--- config.mk ---
export PLATFORM = sky130hd
export DESIGN_NAME = job_slot_table_round_robin_top
export DESIGN_NICKNAME = d
export VERILOG_FILES = /design/src/rtl/core/jst_pkg.sv /design/src/rtl/core/jst_ctrl.sv /design/src/rtl/core/jst_datapath.sv /design/src/rtl/core/job_slot_table_round_robin_top.sv
export SDC_FILE = /design/constraint.sdc
export NUM_CORES = 1
export LEC_CHECK = 0
export BUFFER_PORTS_ARGS = -buffer_cell sky130_fd_sc_hd__buf_2
export CORE_AREA = 2 2 407 409
export DETAILED_ROUTE_END_ITERATION = 7
export DIE_AREA = 0 0 409 411
export GPL_TIMING_DRIVEN = 1
export PLACE_DENSITY = 0.52
export SLEW_MARGIN = 10
export SYNTH_ARGS = -nofsm -noshare
export SYNTH_HDL_FRONTEND = slang
export SYNTH_SLANG_ARGS = --single-unit
--- constraint.sdc ---
create_clock -name clk -period 17.6 [get_ports clk]
set_input_delay 0 -clock clk [delete_from_list [all_inputs] [get_ports clk]]
set_output_delay 0 -clock clk [all_outputs]
set_load 0.01 [all_outputs]
--- src/rtl/core/jst_pkg.sv ---
// ----------------------------------------------------------------------------
// Job slot table package
// Field widths, operation codes, controller states and the command and status
// groups shared by the controller and the datapath.
// ----------------------------------------------------------------------------
package jst_pkg;

  localparam int SLOT_COUNT_DEF   = 16;
  localparam int TAG_BITS_DEF     = 32;
  localparam int PAYLOAD_BITS_DEF = 32;

  localparam int OP_W    = 2;
  localparam int FIELD_W = 32;
  localparam int SLOT_W  = 4;
  localparam int COUNT_W = 5;

  typedef enum logic [OP_W-1:0] {
    OP_INSERT = 2'd0,
    OP_TAKE   = 2'd1,
    OP_RECALL = 2'd2,
    OP_NOP    = 2'd3
  } op_t;

  typedef enum logic [1:0] {
    ST_IDLE,
    ST_SCAN,
    ST_DRAIN,
    ST_DONE
  } state_t;

  typedef struct packed {
    logic load;
    logic step;
    logic ins_write;
    logic set_full;
    logic take_hit;
    logic rd_en;
    logic finish;
  } cmd_t;

  typedef struct packed {
    op_t  op;
    logic cur_valid;
    logic last;
  } sts_t;

endpackage

--- src/rtl/core/jst_ctrl.sv ---
// ----------------------------------------------------------------------------
// Job slot table controller
// Sequences the one-slot-per-cycle scan for insert, take and recall requests.
// ----------------------------------------------------------------------------
module jst_ctrl (
  input  logic          clk,
  input  logic          rst,
  input  logic          start,
  input  jst_pkg::sts_t sts,
  output jst_pkg::cmd_t cmd,
  output logic          busy
);
  import jst_pkg::*;

  state_t state;
  state_t state_next;

  always_ff @(posedge clk) begin
    if (rst) begin
      state <= ST_IDLE;
    end else begin
      state <= state_next;
    end
  end

  always_comb begin
    cmd        = '0;
    state_next = state;
    busy       = (state != ST_IDLE);
    unique case (state)
      ST_IDLE: begin
        if (start) begin
          cmd.load   = 1'b1;
          state_next = ST_SCAN;
        end
      end
      ST_SCAN: begin
        unique case (sts.op)
          OP_INSERT: begin
            if (!sts.cur_valid) begin
              cmd.ins_write = 1'b1;
              state_next    = ST_DONE;
            end else if (sts.last) begin
              cmd.set_full = 1'b1;
              state_next   = ST_DONE;
            end else begin
              cmd.step = 1'b1;
            end
          end
          OP_TAKE: begin
            if (sts.cur_valid) begin
              cmd.take_hit = 1'b1;
              cmd.rd_en    = 1'b1;
              state_next   = ST_DONE;
            end else if (sts.last) begin
              state_next = ST_DONE;
            end else begin
              cmd.step = 1'b1;
            end
          end
          OP_RECALL: begin
            cmd.rd_en = 1'b1;
            if (sts.last) begin
              state_next = ST_DRAIN;
            end else begin
              cmd.step = 1'b1;
            end
          end
          OP_NOP: begin
            state_next = ST_DONE;
          end
          default: begin
            state_next = ST_DONE;
          end
        endcase
      end
      ST_DRAIN: begin
        state_next = ST_DONE;
      end
      ST_DONE: begin
        cmd.finish = 1'b1;
        state_next = ST_IDLE;
      end
      default: begin
        state_next = ST_IDLE;
      end
    endcase
  end

endmodule

--- src/rtl/core/jst_datapath.sv ---
// ----------------------------------------------------------------------------
// Job slot table datapath
// Slot memory, valid bits, scan pointer, job count and the result registers.
// ----------------------------------------------------------------------------
module jst_datapath #(
  parameter int SLOT_COUNT   = jst_pkg::SLOT_COUNT_DEF,
  parameter int TAG_BITS     = jst_pkg::TAG_BITS_DEF,
  parameter int PAYLOAD_BITS = jst_pkg::PAYLOAD_BITS_DEF
) (
  input  logic                         clk,
  input  logic                         rst,
  input  jst_pkg::cmd_t                cmd,
  output jst_pkg::sts_t                sts,
  input  logic [jst_pkg::OP_W-1:0]     operation,
  input  logic [jst_pkg::FIELD_W-1:0]  owner_tag,
  input  logic [jst_pkg::FIELD_W-1:0]  job_payload,
  output logic                         done,
  output logic                         success,
  output logic                         table_full,
  output logic [jst_pkg::SLOT_W-1:0]   slot_index,
  output logic [jst_pkg::FIELD_W-1:0]  taken_tag,
  output logic [jst_pkg::FIELD_W-1:0]  taken_payload,
  output logic [jst_pkg::COUNT_W-1:0]  recalled_count,
  output logic [jst_pkg::COUNT_W-1:0]  pending_jobs
);
  import jst_pkg::*;

  localparam int IDX_W = $clog2(SLOT_COUNT);
  localparam int CNT_W = $clog2(SLOT_COUNT + 1);
  localparam logic [IDX_W-1:0] LAST_IDX = IDX_W'(SLOT_COUNT - 1);

  logic [TAG_BITS-1:0]     mem_tag [SLOT_COUNT];
  logic [PAYLOAD_BITS-1:0] mem_pay [SLOT_COUNT];

  logic [SLOT_COUNT-1:0]   valid;
  op_t                     op_q;
  logic [TAG_BITS-1:0]     tag_q;
  logic [PAYLOAD_BITS-1:0] pay_q;
  logic [IDX_W-1:0]        pos;
  logic [IDX_W-1:0]        cnt;
  logic [IDX_W-1:0]        scan_start;
  logic [CNT_W-1:0]        job_total;
  logic [CNT_W-1:0]        n_rec;
  logic                    res_success;
  logic                    res_full;
  logic [IDX_W-1:0]        res_slot;
  logic                    rd_vld;
  logic [IDX_W-1:0]        rd_pos;
  logic [TAG_BITS-1:0]     rd_tag;
  logic [PAYLOAD_BITS-1:0] rd_pay;

  logic                    cmp_hit;
  logic                    take_ok;
  logic [CNT_W-1:0]        job_final;

  assign cmp_hit   = rd_vld && (op_q == OP_RECALL) && valid[rd_pos] && (rd_tag == tag_q);
  assign take_ok   = (op_q == OP_TAKE) && res_success;
  assign job_final = (op_q == OP_RECALL) ? (job_total - n_rec) : job_total;

  assign sts.op        = op_q;
  assign sts.cur_valid = valid[pos];
  assign sts.last      = (cnt == LAST_IDX);

  always_ff @(posedge clk) begin
    if (cmd.ins_write) begin
      mem_tag[pos] <= tag_q;
      mem_pay[pos] <= pay_q;
    end
    if (cmd.rd_en) begin
      rd_tag <= mem_tag[pos];
      rd_pay <= mem_pay[pos];
    end
  end

  always_ff @(posedge clk) begin
    if (rst) begin
      valid       <= '0;
      op_q        <= OP_NOP;
      pos         <= '0;
      cnt         <= '0;
      scan_start  <= '0;
      job_total   <= '0;
      n_rec       <= '0;
      res_success <= 1'b0;
      res_full    <= 1'b0;
      res_slot    <= '0;
      rd_vld      <= 1'b0;
      done        <= 1'b0;
    end else begin
      rd_vld <= cmd.rd_en;
      done   <= cmd.finish;
      if (cmd.load) begin
        op_q        <= op_t'(operation);
        pos         <= (op_t'(operation) == OP_TAKE) ? scan_start : '0;
        cnt         <= '0;
        n_rec       <= '0;
        res_success <= 1'b0;
        res_full    <= 1'b0;
        res_slot    <= '0;
      end else if (cmd.step) begin
        cnt <= cnt + 1'b1;
        pos <= (pos == LAST_IDX) ? '0 : pos + 1'b1;
      end
      if (cmd.ins_write) begin
        valid[pos]  <= 1'b1;
        job_total   <= job_total + 1'b1;
        res_success <= 1'b1;
        res_slot    <= pos;
      end else if (cmd.take_hit) begin
        valid[pos]  <= 1'b0;
        job_total   <= job_total - 1'b1;
        scan_start  <= pos;
        res_success <= 1'b1;
        res_slot    <= pos;
      end else if (cmp_hit) begin
        valid[rd_pos] <= 1'b0;
        n_rec         <= n_rec + 1'b1;
      end else if (cmd.finish) begin
        job_total <= job_final;
      end
      if (cmd.set_full) begin
        res_full <= 1'b1;
      end
    end
  end

  always_ff @(posedge clk) begin
    if (cmd.load) begin
      tag_q <= TAG_BITS'(owner_tag);
      pay_q <= PAYLOAD_BITS'(job_payload);
    end
    rd_pos <= pos;
    if (cmd.finish) begin
      success        <= (op_q == OP_RECALL) ? (n_rec != '0) : res_success;
      table_full     <= res_full;
      slot_index     <= SLOT_W'(res_slot);
      taken_tag      <= take_ok ? FIELD_W'(rd_tag) : '0;
      taken_payload  <= take_ok ? FIELD_W'(rd_pay) : '0;
      recalled_count <= COUNT_W'(n_rec);
      pending_jobs   <= COUNT_W'(job_final);
    end
  end

endmodule

--- src/rtl/core/job_slot_table_round_robin_top.sv ---
// ----------------------------------------------------------------------------
// Job slot table with round-robin take
// The done strobe shows when the scan ends: an insert or a take stops at the
// first slot it can use, while a recall scans every slot, one slot per cycle.
// A new request is accepted in the cycle that the done strobe shows, not
// before, so requests never overlap. The receiver cannot stall.
// Synchronous reset empties the table and clears the scan start and job count.
// ----------------------------------------------------------------------------
module job_slot_table_round_robin_top #(
  parameter int SLOT_COUNT   = jst_pkg::SLOT_COUNT_DEF,
  parameter int TAG_BITS     = jst_pkg::TAG_BITS_DEF,
  parameter int PAYLOAD_BITS = jst_pkg::PAYLOAD_BITS_DEF
) (
  input  logic                         clk,
  input  logic                         rst,
  input  logic                         start,
  output logic                         busy,
  input  logic [jst_pkg::OP_W-1:0]     operation,
  input  logic [jst_pkg::FIELD_W-1:0]  owner_tag,
  input  logic [jst_pkg::FIELD_W-1:0]  job_payload,
  output logic                         done,
  output logic                         success,
  output logic                         table_full,
  output logic [jst_pkg::SLOT_W-1:0]   slot_index,
  output logic [jst_pkg::FIELD_W-1:0]  taken_tag,
  output logic [jst_pkg::FIELD_W-1:0]  taken_payload,
  output logic [jst_pkg::COUNT_W-1:0]  recalled_count,
  output logic [jst_pkg::COUNT_W-1:0]  pending_jobs
);
  import jst_pkg::*;

  cmd_t cmd;
  sts_t sts;

  jst_ctrl u_ctrl (
    .clk   (clk),
    .rst   (rst),
    .start (start),
    .sts   (sts),
    .cmd   (cmd),
    .busy  (busy)
  );

  jst_datapath #(
    .SLOT_COUNT   (SLOT_COUNT),
    .TAG_BITS     (TAG_BITS),
    .PAYLOAD_BITS (PAYLOAD_BITS)
  ) u_datapath (
    .clk            (clk),
    .rst            (rst),
    .cmd            (cmd),
    .sts            (sts),
    .operation      (operation),
    .owner_tag      (owner_tag),
    .job_payload    (job_payload),
    .done           (done),
    .success        (success),
    .table_full     (table_full),
    .slot_index     (slot_index),
    .taken_tag      (taken_tag),
    .taken_payload  (taken_payload),
    .recalled_count (recalled_count),
    .pending_jobs   (pending_jobs)
  );

endmodule

==> results.json, run 1 <==
{
  "outcome": "finished, final reports clean",
  "utilization": 0.3547,
  "fin_cells": 4828,
  "syn_nets": 2267,
  "fin_area_um2": 58120,
  "dp_hpwl_um": 65380,
  "dieHeight_um": 411,
  "track_usage": 0.1406,
  "drt-vias-per-instance": 4.855,
  "finalCritPeriodShare": 0.3173,
  "drt_iter0_drc": 2004,
  "register_area_um2": 38100,
  "ys_seq_area_frac": 0.7788,
  "crit_type": "reg2reg",
  "io-pin-count": 151,
  "htree_levels": 4,
  "vias": 23440,
  "place_congestion": 0.7827,
  "cp_num_buf_inv": 3,
  "worstMarginPinSlew_ps": 1235,
  "peakVddDrop_mv": 0.06845,
  "drc": 0,
  "slowest_stage": "buf_4",
  "wl_per_cell_um": 24.52,
  "synthFlopType": "edfxtp_1",
  "coreArea_um2": 163900,
  "synth_area_leaders": "edfxtp_1 76%, mux4_2 15%, dfxtp_1 2.2%",
  "path_max_fanout": 59,
  "clock_skew_ps": 26.53,
  "drive_gt1_frac": 0.2884,
  "cts.root.buffer_cell": "clkbuf_16",
  "clkTransAtPathRegs_ps": 60,
  "rows": 149,
  "overflow": 0,
  "relSlewSlack": 0.1690,
  "antenna_cells": 0,
  "critPathArrivalTime_ps": 5960,
  "firstDrtPassIters": 6,
  "fmax_ghz": 0.1791,
  "final_nets": 2612,
  "path_cells": "buf_4 > mux4_2 > mux2i_1 > mux2i_1 > nor2b_1 > buf_4 > nand2_1 > nor2_4 > buf_4",
  "ys_types": 64,
  "maxCapViolCount": 0,
  "cts_tree": "done",
  "synth-seq-cells": 1286,
  "setup_violations": 0,
  "layout_commonest_cell": "edfxtp_1",
  "drv_slew": 0,
  "dieArea_um2": 168100,
  "start_kind": "register",
  "synth.largest_area_cell": "edfxtp_1",
  "fin_crit_ps": 5584,
  "synthArstFlopShare": 0,
  "cts_buffers": 140,
  "fillers": 15030,
  "cpPeakStageDelay_ps": 880,
  "numPortBuffers": 150,
  "grt_pass1_wl_um": 173500,
  "path_common_cell": "buf_4",
  "final_cell_mix": "1232 x edfxtp_1, 329 x mux4_2, 150 x buf_2",
  "grt_max_degree": 71,
  "powerDensity_nw_per_um2": 112.7,
  "final-hold-violation-count": 0,
  "tns_ps": 0,
  "clkLatencyLatePin_ps": 780,
  "multiInputGateArea_um2": 10340,
  "dieWidth_um": 409,
  "wirelength_um": 118400,
  "synth_area_um2": 48890,
  "synth-edff-count": 1232,
  "fin_worst_hold_slack_ps": 57.17,
  "p_leak_uw": 0.01790,
  "placed_cells": 4441,
  "placed_area_um2": 52330,
  "clockBufferDepth": 3,
  "clock_sinks": 1286,
  "yosysWarnings": 0,
  "hp-class": "in2reg",
  "cp.required_ps": 17980,
  "rsz0062_at_grt": "no",
  "cp_top_family": "buffers and inverters",
  "start_util": 0.2983,
  "ant_nets": 0,
  "areaGrowthSynthToFinish_pct": 18.89,
  "cp-end-kind": "register",
  "syn_area_per_cell_um2": 22.43,
  "yosys.area.top_type_share": 0.7567,
  "antenna_found_initial": 4,
  "grt_pass1_vias": 24550,
  "postSynthCellCount": 2180
}
## state kept, by name (all words and copies together), names as in the netlist, 5 cells and up, named ones only
register	count
u_datapath.mem_tag	512
u_datapath.rd_tag	32
u_datapath.tag_q	32
u_datapath.taken_tag	32
u_datapath.mem_pay	512
u_datapath.taken_payload	32
u_datapath.valid	16
u_datapath.job_total	5
u_datapath.n_rec	5
u_datapath.recalled_count	5
u_datapath.pending_jobs	5
u_datapath.rd_pay	32
u_datapath.pay_q	32
## worst paths after layout
| path | slack (ps) | depth (start not counted) | from | end |
|---|---|---|---|---|
| hold reg to reg | 450 | 0 | u_datapath.res_slot[2] | u_datapath.slot_index[2] |
| setup / recovery | 12020 | 9 | u_datapath.pos[1] | u_datapath.mem_pay[9][7] |
| hold / removal | 60 | 2 | owner_tag[26] | u_datapath.tag_q[26] |
| setup reg to reg | 12020 | 9 | u_datapath.pos[1] | u_datapath.mem_pay[9][7] |
## cells in the mapped netlist, types with 8 or more instances
cell         n
nor4_1      16
a21oi_1     19
dfxtp_1     54
o31ai_1     10
mux4_2     329
o21ai_0      8
and3_1      70
xor2_1      34
nand3_1     33
a31oi_1     14
nand2_1     38
nor2_1      48
clkbuf_1    83
edfxtp_1  1232
a211oi_1    14
nand2b_1     9
ha_1        17
buf_1       23
inv_1       23
mux2i_1     12
## per-layer routing
metal / wire length (um) / track usage
met5: 0 / 0
met4: 2672 / 0.04065
met3: 6809 / 0.02921
met2: 56380 / 0.2240
met1: 52500 / 0.1946
## metrics by stage
| step | worst slack [ps] | total power [uW] |
|---|---|---|
| finish | 12020 | 6550 |
| global route | 11800 | 6770 |
| CTS | 12000 | 6636 |
| detailed placement | 12010 | 3730 |
| global placement | 12110 | 3720 |
| floorplan | 10670 | 3621 |
## cell families after synthesis
| kind of cell | Yosys count | share of synthesized area |
|---|---|---|
| mux | 343 | 0.1545 |
| buf+inv | 143 | 0.01221 |
| compound gates | 109 | 0.01679 |
| fa+ha+maj | 18 | 0.004760 |
| xor+xnor | 38 | 0.006808 |
| flops | 1286 | 0.7788 |
| simple gates | 243 | 0.02613 |
## area by class of cell
| cell class | count | area share |
|---|---|---|
| Clock buffer | 182 | 0.06443 |
| Timing Repair Buffer | 323 | 0.04090 |
| Tap cell | 2189 | 0.04712 |
| Clock inverter | 74 | 0.01270 |
| Sequential cell | 1286 | 0.6554 |
| Multi-Input combinational cell | 751 | 0.1779 |
| Inverter | 23 | 0.001571 |
## power breakdown
group	leakage, uW	internal, uW	switching, uW
clock	0.00219	1660	1200
combinational	0.00420	78.6	104
sequential	0.0115	3420	82.7
total	0.0179	5160	1390
## what timing repair did
action	in CTS	in global routing
endpoints found under the hold margin	105	0
hold buffers	131	0
gates resized for setup	0	0
buffers inserted	0	0
No activity file was read; power rests on OpenSTA's default activity.
==> inputs of run 2 (changes only) <==
==> constraint.sdc (replaced) <==
create_clock -name clk -period 5.9 [get_ports clk]
set_input_delay 0 -clock clk [delete_from_list [all_inputs] [get_ports clk]]
set_output_delay 0 -clock clk [all_outputs]
set_load 0.01 [all_outputs]
==> results.json, run 2 (synthesis results as in run 1) <==
{
  "rows": 149,
  "drt-vias-per-instance": 4.852,
  "cts.root.buffer_cell": "clkbuf_16",
  "placed_cells": 4453,
  "fmax_ghz": 0.2235,
  "worstMarginPinSlew_ps": 1253,
  "cts.repair.resized": 0,
  "coreArea_um2": 163900,
  "start_util": 0.2983,
  "final-hold-violation-count": 0,
  "antenna_found_initial": 5,
  "overflow": 0,
  "track_usage": 0.1443,
  "biggestRegsByFlops": "u_datapath.mem_pay x512, u_datapath.mem_tag x512",
  "grt_max_degree": 162,
  "grt_pass1_vias": 24800,
  "drv_slew": 0,
  "pre_cts_ws_ps": 1393,
  "wirelength_um": 121400,
  "final_nets": 2615,
  "cts_buffers": 134,
  "dieWidth_um": 409,
  "numPortBuffers": 150,
  "cpPeakStageDelay_ps": 830,
  "clockBufferDepth": 3,
  "p_leak_uw": 0.01791,
  "path_common_cell": "mux2i_1",
  "setup_violations": 0,
  "cp.required_ps": 6350,
  "peakVddDrop_mv": 0.3175,
  "critPathArrivalTime_ps": 4920,
  "path_max_fanout": 39,
  "clock_skew_ps": 21.20,
  "dp_hpwl_um": 67200,
  "drc": 0,
  "place_congestion": 0.7489,
  "rsz0062_at_grt": "no",
  "drt_iter0_drc": 2030,
  "antenna_cells": 0,
  "fin_crit_ps": 4473,
  "clkLatencyLatePin_ps": 770,
  "outcome": "finished, final reports clean",
  "dieArea_um2": 168100,
  "slowest_stage": "nor2_4",
  "io-pin-count": 151,
  "relSlewSlack": 0.1649,
  "grt_pass1_wl_um": 177600,
  "start_kind": "register",
  "cp-end-kind": "register",
  "ant_nets": 0,
  "hp-class": "in2reg",
  "cts_tree": "done",
  "r2r_slack_ps": 1430,
  "tns_ps": 0,
  "maxCapViolCount": 0,
  "drive_gt1_frac": 0.2894,
  "finalCritPeriodShare": 0.7582,
  "layout_commonest_cell": "edfxtp_1",
  "wl_per_cell_um": 25.17,
  "final_cell_mix": "1232 x edfxtp_1, 329 x mux4_2, 151 x buf_2",
  "clock_sinks": 1286,
  "firstDrtPassIters": 5,
  "vias": 23400,
  "fin_cells": 4822,
  "timing.final.ws_setup_ps": 1427,
  "powerDensity_nw_per_um2": 332.4,
  "path_cells": "mux4_2 > mux2i_1 > mux2i_1 > nor2b_1 > nand2_1 > nor2_4 > buf_4",
  "crit_type": "reg2reg",
  "post-cts-setup-buffers": 0,
  "htree_levels": 4,
  "dieHeight_um": 411,
  "areaGrowthSynthToFinish_pct": 19.34,
  "clkTransAtPathRegs_ps": 60
}
==> run 2: changes by cell type in the layout (fill, tap and decap cells not counted), sizes merged <==
cell         previous run  this run
inv                    33        27
buf                   192       204
clkinvlp                4         6
dlygate4sd3           131       128
bufinv                 10        13
clkbuf                182       167
clkinv                 50        51
==> run 2: timing repair <==
item,CTS,global route
hold buffers,128,0
hold endpoints to repair,107,0
endpoints found under the setup margin,0,0
==> run 2: critical path: cells and delay by family (launching register included) <==
kind / cells / cell delay [ps]
AND/OR/NAND/NOR: 3 / 1870
multiplexers: 3 / 1150
flip-flops: 1 / 780
buffers and inverters: 1 / 360
==> run 2: path summary, 6_finish.rpt <==
kind	from	end	cells past startpoint
worst max-delay path	u_datapath.pos[1]	u_datapath.mem_pay[9][4]	7
worst min-delay path	job_payload[25]	u_datapath.pay_q[25]	2
worst max register to register	u_datapath.pos[1]	u_datapath.mem_pay[9][4]	7
worst min register to register	u_datapath.res_slot[0]	u_datapath.slot_index[0]	0
==> run 2: routing by layer <==
metal / track usage / routed length, um
met4: 0.03951 / 2602
met3: 0.02619 / 5994
met2: 0.2422 / 60880
met5: 0 / 0
met1: 0.1924 / 51900
==> run 2: power by group <==
part	internal [uW]	leakage [uW]	switching, uW	total, uW
Clock	4860	0.00211	3540	8400
Combinational	231	0.00429	330	561
Sequential	10200	0.0115	237	10400
Total	15300	0.0179	4100	19400
==> run 2: stage by stage <==
step	area [um2]	hold WS, ps	power, uW	utilization
floorplan	48900	98.87	10800	-
global placement	52660	178.3	11110	0.3213
detailed placement	52680	179.2	11140	0.3215
CTS	58340	1.922	19650	0.3560
global route	58340	4.112	20050	0.3560
finish	58340	25.32	19390	0.3560
==> run 2: cell type report <==
type | instances | area [um2]
tap | 2189 | 2739
sequential | 1286 | 38100
clock buffer | 167 | 3540
multi-input combinational | 751 | 10370
inverter | 23 | 91.34
fill | 15000 | 105500
timing repair buffer | 332 | 2673
clock inverter | 74 | 837.1
